`config.mk`:
```
export PLATFORM = sky130hd
export DESIGN_NAME = sha1_digest_engine_core_flat
export DESIGN_NICKNAME = d
export VERILOG_FILES = /design/src/rtl/sha1de_pkg.sv /design/src/rtl/sha1de_req_if.sv /design/src/rtl/sha1de_rsp_if.sv /design/src/rtl/sha1_digest_engine_core.sv /design/src/flat_wrapper.sv
export VERILOG_INCLUDE_DIRS = /design/src /design/src/rtl
export SDC_FILE = /design/constraint.sdc
export NUM_CORES = 2
export LEC_CHECK = 0
export ABC_AREA = 1
export BUFFER_PORTS_ARGS = -buffer_cell sky130_fd_sc_hd__buf_2
export CORE_MARGIN = 5
export CORE_UTILIZATION = 47
export CTS_CLUSTER_DIAMETER = 60
export CTS_CLUSTER_SIZE = 16
export DETAILED_ROUTE_END_ITERATION = 10
export GPL_ROUTABILITY_DRIVEN = 0
export SYNTH_ARGS = -nofsm -noshare
export SYNTH_HDL_FRONTEND = slang
export SYNTH_SLANG_ARGS = --single-unit
```
`constraint.sdc`:
```
create_clock -name clock -period 11.4 [get_ports clock]
set_input_delay 1.14 -clock clock [delete_from_list [all_inputs] [get_ports clock]]
set_output_delay 1.14 -clock clock [all_outputs]
set_load 0.02 [all_outputs]
```
`src/rtl/assert_macros.svh`:
```
`ifndef ASSERT_MACROS_SVH
`define ASSERT_MACROS_SVH

// Plain invariant, checked at every edge outside reset.
`define SHA1DE_CHECK(lbl, prop, msg) \
   lbl: assert property (@(posedge clock) disable iff (reset) (prop)) else $error(msg);

// Same-cycle implication.
`define SHA1DE_IMPLIES(lbl, ante, cons, msg) \
   lbl: assert property (@(posedge clock) disable iff (reset) (ante) |-> (cons)) else $error(msg);

// Next-cycle implication.
`define SHA1DE_NEXT(lbl, ante, cons, msg) \
   lbl: assert property (@(posedge clock) disable iff (reset) (ante) |=> (cons)) else $error(msg);

`endif

```
`src/rtl/sha1de_pkg.sv`:
```
package sha1de_pkg;

   localparam int WORD_W  = 32;
   localparam int NB_W    = 3;
   localparam int IDX_W   = 3;
   localparam int POS_W   = 4;
   localparam int CNT_W   = 61;
   localparam int ROUND_W = 7;

   localparam logic [ROUND_W-1:0] LAST_ROUND = 7'd79;
   localparam logic [IDX_W-1:0]   LAST_IDX   = 3'd4;
   localparam logic [NB_W-1:0]    FULL_BYTES = 3'd4;

   localparam logic [31:0] K_0 = 32'h5A827999;
   localparam logic [31:0] K_1 = 32'h6ED9EBA1;
   localparam logic [31:0] K_2 = 32'h8F1BBCDC;
   localparam logic [31:0] K_3 = 32'hCA62C1D6;

   localparam logic [31:0] PAD_WORD = 32'h80000000;

   typedef logic [WORD_W-1:0] word_type;

   function automatic word_type init_chain(input logic [IDX_W-1:0] idx);
      word_type v;
      unique case (idx)
         3'd0: v = 32'h67452301;
         3'd1: v = 32'hefcdab89;
         3'd2: v = 32'h98badcfe;
         3'd3: v = 32'h10325476;
         default: v = 32'hc3d2e1f0;
      endcase
      return v;
   endfunction

   function automatic word_type round_k(input logic [ROUND_W-1:0] t);
      word_type k;
      priority if (t < 7'd20) k = K_0;
      else if (t < 7'd40)     k = K_1;
      else if (t < 7'd60)     k = K_2;
      else                    k = K_3;
      return k;
   endfunction

   function automatic word_type round_f(input logic [ROUND_W-1:0] t,
                                        input word_type b,
                                        input word_type c,
                                        input word_type d);
      word_type f;
      priority if (t < 7'd20)            f = d ^ (b & (c ^ d));
      else if (t >= 7'd40 && t < 7'd60)  f = (b & c) | (d & (b | c));
      else                               f = b ^ c ^ d;
      return f;
   endfunction

endpackage

```
`src/rtl/sha1de_req_if.sv`:
```
interface sha1de_req_if;
   logic                         valid;
   logic                         ready;
   logic [sha1de_pkg::WORD_W-1:0] data_word;
   logic [sha1de_pkg::NB_W-1:0]   bytes_valid;
   logic                         is_last;

   modport source (output valid, data_word, bytes_valid, is_last, input ready);
   modport sink   (input valid, data_word, bytes_valid, is_last, output ready);
endinterface

```
`src/rtl/sha1de_rsp_if.sv`:
```
interface sha1de_rsp_if;
   logic                          valid;
   logic                          ready;
   logic [sha1de_pkg::WORD_W-1:0] digest_word;
   logic [sha1de_pkg::IDX_W-1:0]  word_index;
   logic                          last_word;

   modport source (output valid, digest_word, word_index, last_word, input ready);
   modport sink   (input valid, digest_word, word_index, last_word, output ready);
endinterface

```
`src/rtl/sha1_digest_engine_core.sv`:
```
// SHA-1 hash engine. Message words enter big-endian on req_if, four bytes each; the word
// flagged is_last carries 0..4 bytes (codes above 4 count as 4). A plain word is taken while
// the engine is idle. Every 16th word starts a compression: a prefetch step (S_LOAD) from the
// schedule memory, 80 rounds at one round per cycle, and a fold into the chaining words
// (S_FINAL); req_if holds ready low from the 16th word until the fold is done.
// The round rate is set by the schedule memory: each round reads three schedule entries (two
// ports on one copy, one on a second copy) and, from round 16 on, writes back the expanded
// word. On the last word the engine writes the pad, zero fill and bit length one word per
// cycle, compresses once or twice, then offers the five digest words on rsp_if, index 0
// first, and restarts from the initial chaining values. No new item is taken until the fifth
// digest word has been accepted.
`include "assert_macros.svh"

module sha1_digest_engine_core (
   input  logic        clock,
   input  logic        reset,
   sha1de_req_if.sink  req_if,
   sha1de_rsp_if.source rsp_if
);

   localparam logic [2:0] S_IDLE  = 3'd0;
   localparam logic [2:0] S_PAD   = 3'd1;
   localparam logic [2:0] S_LOAD  = 3'd2;
   localparam logic [2:0] S_ROUND = 3'd3;
   localparam logic [2:0] S_FINAL = 3'd4;
   localparam logic [2:0] S_OUT   = 3'd5;

   localparam logic [2:0] PH_DATA  = 3'd0;
   localparam logic [2:0] PH_MARK  = 3'd1;
   localparam logic [2:0] PH_ZERO  = 3'd2;
   localparam logic [2:0] PH_LENLO = 3'd3;
   localparam logic [2:0] PH_DONE  = 3'd4;

   localparam logic [sha1de_pkg::POS_W-1:0] POS_LAST = 4'd15;
   localparam logic [sha1de_pkg::POS_W-1:0] POS_LEN  = 4'd14;

   logic [2:0]                          state_ff, state_in;
   logic [2:0]                          phase_ff, phase_in;
   logic [sha1de_pkg::POS_W-1:0]        pos_ff, pos_in;
   logic [sha1de_pkg::CNT_W-1:0]        cnt_ff, cnt_in;
   logic [sha1de_pkg::ROUND_W-1:0]      round_ff, round_in;
   logic                                pad_ff, pad_in;
   logic [sha1de_pkg::IDX_W-1:0]        out_idx_ff, out_idx_in;
   logic [sha1de_pkg::NB_W-1:0]         nb_ff, nb_in;
   sha1de_pkg::word_type                last_data_ff, last_data_in;
   sha1de_pkg::word_type                h_ff [5];
   sha1de_pkg::word_type                h_in [5];
   sha1de_pkg::word_type                a_ff, b_ff, c_ff, d_ff, e_ff;
   sha1de_pkg::word_type                a_in, b_in, c_in, d_in, e_in;
   sha1de_pkg::word_type                wl_ff [3];
   sha1de_pkg::word_type                wl_in [3];

   // Two copies of the 16-word schedule, written together.
   sha1de_pkg::word_type                sched_a_mem [16];
   sha1de_pkg::word_type                sched_b_mem [16];
   sha1de_pkg::word_type                rd_w16_ff, rd_w14_ff, rd_w8_ff;
   logic [sha1de_pkg::POS_W-1:0]        rd_base;
   logic                                wr_en;
   logic [sha1de_pkg::POS_W-1:0]        wr_addr;
   sha1de_pkg::word_type                wr_data;

   logic                                req_acc, rsp_acc;
   logic [sha1de_pkg::NB_W-1:0]         nb_clamp;
   sha1de_pkg::word_type                merged, w_cur, x_cur, tmp;

   assign req_acc  = req_if.valid && req_if.ready;
   assign rsp_acc  = rsp_if.valid && rsp_if.ready;
   assign nb_clamp = (req_if.bytes_valid > sha1de_pkg::FULL_BYTES) ? sha1de_pkg::FULL_BYTES
                                                                    : req_if.bytes_valid;

   assign req_if.ready        = (state_ff == S_IDLE);
   assign rsp_if.valid        = (state_ff == S_OUT);
   assign rsp_if.digest_word  = h_ff[out_idx_ff];
   assign rsp_if.word_index   = out_idx_ff;
   assign rsp_if.last_word    = (out_idx_ff == sha1de_pkg::LAST_IDX);

   // Read addresses are round_ff + 1, as the read data are registered; round 0 is prefetched in S_LOAD.
   assign rd_base = (state_ff == S_ROUND) ? round_ff[3:0] + 4'd1 : 4'd0;

   always_ff @(posedge clock) begin
      if (wr_en) begin
         sched_a_mem[wr_addr] <= wr_data;
         sched_b_mem[wr_addr] <= wr_data;
      end
      rd_w16_ff <= sched_a_mem[rd_base];
      rd_w14_ff <= sched_a_mem[rd_base + 4'd2];
      rd_w8_ff  <= sched_b_mem[rd_base + 4'd8];
   end

   // Final word with pad byte after the valid bytes; a full word passes unchanged.
   always_comb begin
      unique case (nb_ff)
         3'd0:    merged = sha1de_pkg::PAD_WORD;
         3'd1:    merged = {last_data_ff[31:24], 24'h800000};
         3'd2:    merged = {last_data_ff[31:16], 16'h8000};
         3'd3:    merged = {last_data_ff[31:8], 8'h80};
         default: merged = last_data_ff;
      endcase
   end

   assign x_cur = wl_ff[2] ^ rd_w8_ff ^ rd_w14_ff ^ rd_w16_ff;
   assign w_cur = (round_ff < 7'd16) ? rd_w16_ff : {x_cur[30:0], x_cur[31]};
   assign tmp   = {a_ff[26:0], a_ff[31:27]}
                  + sha1de_pkg::round_f(round_ff, b_ff, c_ff, d_ff)
                  + e_ff + sha1de_pkg::round_k(round_ff) + w_cur;

   always_comb begin
      state_in     = state_ff;
      phase_in     = phase_ff;
      pos_in       = pos_ff;
      cnt_in       = cnt_ff;
      round_in     = round_ff;
      pad_in       = pad_ff;
      out_idx_in   = out_idx_ff;
      nb_in        = nb_ff;
      last_data_in = last_data_ff;
      a_in = a_ff; b_in = b_ff; c_in = c_ff; d_in = d_ff; e_in = e_ff;
      for (int i = 0; i < 5; i++) h_in[i] = h_ff[i];
      for (int i = 0; i < 3; i++) wl_in[i] = wl_ff[i];
      wr_en   = 1'b0;
      wr_addr = pos_ff;
      wr_data = req_if.data_word;

      unique case (state_ff)
         S_IDLE: begin
            if (req_acc) begin
               if (!req_if.is_last) begin
                  wr_en  = 1'b1;
                  pos_in = pos_ff + 4'd1;
                  cnt_in = cnt_ff + 61'd4;
                  pad_in = 1'b0;
                  if (pos_ff == POS_LAST) state_in = S_LOAD;
               end else begin
                  last_data_in = req_if.data_word;
                  nb_in        = nb_clamp;
                  cnt_in       = cnt_ff + sha1de_pkg::CNT_W'(nb_clamp);
                  pad_in       = 1'b1;
                  phase_in     = PH_DATA;
                  state_in     = S_PAD;
               end
            end
         end
         S_PAD: begin
            wr_en  = 1'b1;
            pos_in = pos_ff + 4'd1;
            unique case (phase_ff)
               PH_DATA: begin
                  wr_data  = merged;
                  phase_in = (nb_ff == sha1de_pkg::FULL_BYTES) ? PH_MARK : PH_ZERO;
               end
               PH_MARK: begin
                  wr_data  = sha1de_pkg::PAD_WORD;
                  phase_in = PH_ZERO;
               end
               PH_ZERO: begin
                  // length high word lands in slot 14
                  if (pos_ff == POS_LEN) begin
                     wr_data  = cnt_ff[60:29];
                     phase_in = PH_LENLO;
                  end else begin
                     wr_data  = '0;
                  end
               end
               PH_LENLO: begin
                  wr_data  = {cnt_ff[28:0], 3'b000};
                  phase_in = PH_DONE;
               end
               default: begin
                  wr_en  = 1'b0;
                  pos_in = pos_ff;
               end
            endcase
            if (wr_en && pos_ff == POS_LAST) state_in = S_LOAD;
         end
         S_LOAD: begin
            a_in = h_ff[0]; b_in = h_ff[1]; c_in = h_ff[2]; d_in = h_ff[3]; e_in = h_ff[4];
            round_in = '0;
            state_in = S_ROUND;
         end
         S_ROUND: begin
            e_in = d_ff;
            d_in = c_ff;
            c_in = {b_ff[1:0], b_ff[31:2]};
            b_in = a_ff;
            a_in = tmp;
            wl_in[0] = w_cur;
            wl_in[1] = wl_ff[0];
            wl_in[2] = wl_ff[1];
            if (round_ff >= 7'd16) begin
               wr_en   = 1'b1;
               wr_addr = round_ff[3:0];
               wr_data = w_cur;
            end
            if (round_ff == sha1de_pkg::LAST_ROUND) state_in = S_FINAL;
            else round_in = round_ff + 7'd1;
         end
         S_FINAL: begin
            h_in[0] = h_ff[0] + a_ff;
            h_in[1] = h_ff[1] + b_ff;
            h_in[2] = h_ff[2] + c_ff;
            h_in[3] = h_ff[3] + d_ff;
            h_in[4] = h_ff[4] + e_ff;
            priority if (!pad_ff) begin
               state_in = S_IDLE;
            end else if (phase_ff == PH_DONE) begin
               out_idx_in = '0;
               state_in   = S_OUT;
            end else begin
               state_in = S_PAD;
            end
         end
         S_OUT: begin
            if (rsp_acc) begin
               if (out_idx_ff == sha1de_pkg::LAST_IDX) begin
                  for (int i = 0; i < 5; i++) h_in[i] = sha1de_pkg::init_chain(3'(i));
                  pos_in   = '0;
                  cnt_in   = '0;
                  pad_in   = 1'b0;
                  state_in = S_IDLE;
               end else begin
                  out_idx_in = out_idx_ff + 3'd1;
               end
            end
         end
         default: state_in = S_IDLE;
      endcase
   end

   always_ff @(posedge clock) begin
      if (reset) begin
         state_ff   <= S_IDLE;
         phase_ff   <= PH_DONE;
         pos_ff     <= '0;
         cnt_ff     <= '0;
         round_ff   <= '0;
         pad_ff     <= 1'b0;
         out_idx_ff <= '0;
         for (int i = 0; i < 5; i++) h_ff[i] <= sha1de_pkg::init_chain(3'(i));
      end else begin
         state_ff   <= state_in;
         phase_ff   <= phase_in;
         pos_ff     <= pos_in;
         cnt_ff     <= cnt_in;
         round_ff   <= round_in;
         pad_ff     <= pad_in;
         out_idx_ff <= out_idx_in;
         for (int i = 0; i < 5; i++) h_ff[i] <= h_in[i];
      end
   end

   always_ff @(posedge clock) begin
      nb_ff        <= nb_in;
      last_data_ff <= last_data_in;
      a_ff <= a_in; b_ff <= b_in; c_ff <= c_in; d_ff <= d_in; e_ff <= e_in;
      for (int i = 0; i < 3; i++) wl_ff[i] <= wl_in[i];
   end

   `SHA1DE_CHECK(a_no_overlap, !(req_if.ready && rsp_if.valid), "input taken while digest pending")
   `SHA1DE_IMPLIES(a_round_range, state_ff == S_ROUND, round_ff <= sha1de_pkg::LAST_ROUND, "round count out of range")
   `SHA1DE_IMPLIES(a_load_aligned, state_ff == S_LOAD, pos_ff == 4'd0, "compression started on a partial block")
   `SHA1DE_IMPLIES(a_out_after_pad, rsp_if.valid, pad_ff && phase_ff == PH_DONE, "digest offered before padding finished")
   `SHA1DE_NEXT(a_restart, rsp_acc && rsp_if.last_word, state_ff == S_IDLE && pos_ff == 4'd0 && cnt_ff == '0, "engine not restarted after digest")

endmodule
```
`src/flat_wrapper.sv`:
```
// flat-port wrapper written by rule: the top's interface ports become plain ports
module sha1_digest_engine_core_flat 
  (clock, reset, req_if_valid, req_if_data_word, req_if_bytes_valid, req_if_is_last, req_if_ready, rsp_if_valid, rsp_if_digest_word, rsp_if_word_index, rsp_if_last_word, rsp_if_ready);
  sha1de_req_if req_if_i ();
  sha1de_rsp_if rsp_if_i ();
  input  logic clock;
  input  logic reset;
  input wire logic [$bits(req_if_i.valid)-1:0] req_if_valid;
  input wire logic [$bits(req_if_i.data_word)-1:0] req_if_data_word;
  input wire logic [$bits(req_if_i.bytes_valid)-1:0] req_if_bytes_valid;
  input wire logic [$bits(req_if_i.is_last)-1:0] req_if_is_last;
  output wire logic [$bits(req_if_i.ready)-1:0] req_if_ready;
  output wire logic [$bits(rsp_if_i.valid)-1:0] rsp_if_valid;
  output wire logic [$bits(rsp_if_i.digest_word)-1:0] rsp_if_digest_word;
  output wire logic [$bits(rsp_if_i.word_index)-1:0] rsp_if_word_index;
  output wire logic [$bits(rsp_if_i.last_word)-1:0] rsp_if_last_word;
  input wire logic [$bits(rsp_if_i.ready)-1:0] rsp_if_ready;
  assign req_if_i.valid = req_if_valid;
  assign req_if_i.data_word = req_if_data_word;
  assign req_if_i.bytes_valid = req_if_bytes_valid;
  assign req_if_i.is_last = req_if_is_last;
  assign req_if_ready = req_if_i.ready;
  assign rsp_if_valid = rsp_if_i.valid;
  assign rsp_if_digest_word = rsp_if_i.digest_word;
  assign rsp_if_word_index = rsp_if_i.word_index;
  assign rsp_if_last_word = rsp_if_i.last_word;
  assign rsp_if_i.ready = rsp_if_ready;
  sha1_digest_engine_core u_core (.clock(clock), .reset(reset), .req_if(req_if_i), .rsp_if(rsp_if_i));
endmodule
```
==> flow_metrics.env <==
export IMPL_whs_ns=0.3983
export IMPL_coreArea_um2=139000
export IMPL_cp_common_cell="inv_1"
export IMPL_syn_area_um2=65570
export IMPL_num_rows=137
export IMPL_finalNonFillerCells=9813
export IMPL_netlist_top_cells_area="edfxtp_1 37%, nand2_1 12%, dfxtp_1 10%, o21ai_0 4.6%, inv_1 4.3%"
export IMPL_cts_setup_buffers=0
export IMPL_cts_buffers=111
export IMPL_firstDrtPassIters=8
export IMPL_yosysTopAreaCell="edfxtp_1"
export IMPL_nFillCells=13041
export IMPL_status="finished clean"
export IMPL_clock_skew_ns=0.04183
export IMPL_ir_drop_mv=0.2020
export IMPL_drt_wl_total_um=240400
export IMPL_ys_seq_area_frac=0.4718
export IMPL_place_hpwl_um=168100
export IMPL_drc=0
export IMPL_setup_viol=0
export IMPL_fmax_mhz=157.2
export IMPL_die_x_um=383.5
export IMPL_rr_worst_depth=27
export IMPL_yosys_warnings=0
export IMPL_ys_seq_elements=1144
export IMPL_async_flop_share=0
export IMPL_cts_sinks=1144
export IMPL_p_leak_uw=0.02826
export IMPL_syn_inst=7870
export IMPL_first_global_vias=53026
export IMPL_worstPathRequired_ns=11.89
export IMPL_clock_root_buffer="clkbuf_16"
export IMPL_regToRegSetupSlack_ns=5.04
export IMPL_initial_core_util=0.4717
export IMPL_critPathSlowestCell="nand3_1"
export IMPL_critPathLaunch="u_core.round_ff[6]"
export IMPL_syn2layout_area_growth_pct=9.411
export IMPL_avgSynthCellArea_um2=8.332
export IMPL_slew_violations=0
export IMPL_drive_gt1_frac=0.05672
export IMPL_crit_path_end_kind="flop"
export IMPL_min_period_ns=6.361
export IMPL_htree_levels=3
export IMPL_ys_flop_type="edfxtp_1"
export IMPL_slew_headroom=0.1117
export IMPL_slowest_delay_ns=0.55
export IMPL_finalHoldViolations=0
export IMPL_crit_arrival_ns=6.85
export IMPL_crit_buf_inv=7
export IMPL_synth_cell_types=64
export IMPL_synth_edf_count=803
export IMPL_cap_violations=0
export IMPL_grt_pass1_wl_um=347300
export IMPL_clockBufferDepth=3
export IMPL_tritoncts="done"
export IMPL_grt_use_total=0.3164
export IMPL_ios=78
export IMPL_synth_nets=8237
export IMPL_path_delay_family="simple AND/OR/NAND/NOR gates"
export IMPL_dp_slack_ns=5.281
export IMPL_grt_antenna_before_repair=10
export IMPL_rsz0062_at_grt="false"
export IMPL_setup_tns_ns=0
export IMPL_setup_slack_ns=5.039
export IMPL_r2r_start="u_core.round_ff[6]"
export IMPL_crit_fanout=27
export IMPL_tightest_slew_ns=1.331
export IMPL_wire_per_inst_um=24.50
export IMPL_cp_endpoint="u_core.a_ff[31]"
export IMPL_die_h_um=383.5
export IMPL_postRouteAntennaNets=0
export IMPL_overflow=0
export IMPL_fin_crit_sh=0.5579
export IMPL_r2r_end="u_core.a_ff[31]"
export IMPL_cp_depth=27
export IMPL_worstSetupStartpointType="flop"
export IMPL_power_density_nw_per_um2=220.1
export IMPL_post_synth_top_count_cell="nand2_1"
export IMPL_vias=58281
export IMPL_worst_hold_path_type="flop to flop"
export IMPL_clkLatencyLatePin_ns=0.76
export IMPL_cts_resized=0
export IMPL_numPortBuffers=77
export IMPL_synthDominantCellAreaShare=0.3677
export IMPL_path_clk_slew_ns=0.07
export IMPL_vias_per_cell=5.939
export IMPL_placed_cells=9600
export IMPL_drt_iter0_drc=7121
export IMPL_die_area_um2=147100
export IMPL_grt_max_degree=211
export IMPL_nets=8204
export IMPL_critPathKind="flop to flop"
export IMPL_synth_top_cells_by_count="2135 x nand2_1, 803 x edfxtp_1, 754 x inv_1"
export IMPL_holdBufCountCts=0
[metrics by stage]
| stage | area (um2) | utilization | power, uW |
|---|---|---|---|
| 2_1_floorplan | 65570 | - | 9597 |
| 3_3_place_gp | 67920 | 0.4885 | 11700 |
| 3_5_place_dp | 67920 | 0.4885 | 11710 |
| 4_1_cts | 71740 | 0.5160 | 15630 |
| 5_1_grt | 71740 | 0.5160 | 16590 |
| 6_report | 71750 | 0.5161 | 15790 |
[how the worst min path moves through the flow]
stage | endpoint | slack, ns | start | cells past startpoint
5_1_grt | u_core.wl_ff[0][72] | 0.40 | u_core.wl_ff[0][40] | 0
3_3_place_gp | u_core.wl_ff[0][50] | 0.40 | u_core.wl_ff[0][18] | 0
3_5_place_dp | u_core.wl_ff[0][43] | 0.40 | u_core.wl_ff[0][11] | 0
2_1_floorplan | u_core.wl_ff[0][32] | 0.40 | u_core.wl_ff[0][0] | 0
4_1_cts | u_core.wl_ff[0][72] | 0.40 | u_core.wl_ff[0][40] | 0
6_report | u_core.wl_ff[0][72] | 0.40 | u_core.wl_ff[0][40] | 0
[cell families after synthesis]
kind of cell               Yosys count  synth area share
xor gates and xnor gates           134           0.01801
adders and majority gates          327           0.07670
buffers and inverters             1086           0.06455
AOI/OAI and AO/OA                 1729            0.1484
muxes                               56          0.008548
and+or+nand+nor                   3394            0.2119
DFF                               1144            0.4718
[power breakdown]
part / internal [uW] / switching [uW]
registers: 5120 / 398
logic: 2000 / 4370
clock network: 2110 / 1800
total: 9230 / 6560
[state kept, by name (all words and copies together), names as in the netlist, 61 cells and up, named ones only]
signal and flops:
u_core.sched_b_mem 224, u_core.sched_a_mem 288, u_core.h_ff 160, u_core.cnt_ff 61
u_core.wl_ff 96
[final cells by class]
| type | count | area, um2 | area share |
|---|---|---|---|
| Antenna cell | 3 | 7.507 | 0.0001046 |
| Multi-Input combinational cell | 5640 | 30610 | 0.4267 |
| Sequential cell | 1144 | 30940 | 0.4313 |
| Inverter | 768 | 2899 | 0.04041 |
| Tap cell | 1876 | 2347 | 0.03272 |
| Timing Repair Buffer | 172 | 1114 | 0.01552 |
| Clock inverter | 68 | 774.5 | 0.01080 |
| Clock buffer | 142 | 3048 | 0.04248 |
[layout by cell type (no fill, tap or decap), drive strengths merged, types with 8 or more instances in the layout]
| cell type | Yosys | layout |
|---|---|---|
| nor4 | 13 | 13 |
| a21oi | 553 | 553 |
| o21a | 48 | 48 |
| o2111ai | 23 | 23 |
| a21o | 20 | 20 |
| o21ai | 717 | 717 |
| a31oi | 71 | 71 |
| buf | 117 | 172 |
| nand4 | 88 | 88 |
| inv | 766 | 790 |
| edfxtp | 803 | 803 |
| a221oi | 10 | 10 |
| nor2 | 573 | 573 |
| o22a | 8 | 8 |
| nor3 | 72 | 72 |
| clkinv | 2 | 30 |
| nand2 | 2139 | 2139 |
| xnor2 | 111 | 111 |
| fa | 125 | 125 |
| a21boi | 14 | 14 |
| clkbuf | 201 | 142 |
| o211ai | 118 | 118 |
| o221ai | 16 | 16 |
| o22ai | 71 | 71 |
| mux2i | 56 | 56 |
| dfxtp | 341 | 341 |
| or2 | 29 | 29 |
| a211oi | 21 | 21 |
| xor2 | 23 | 23 |
| nand3 | 443 | 443 |
| nand3b | 22 | 22 |
| o21bai | 26 | 26 |
| clkinvlp | 0 | 9 |
| ha | 202 | 202 |
[layer usage]
layer	wire length, um	track usage	vias up
li1	-	-	26748
met5	46	0	-
met2	104200	0.4823	3188
met1	97160	0.4283	27750
met3	26300	0.07988	587
met4	12740	0.1391	8
Note: power is estimated with default switching activity, not from simulation.
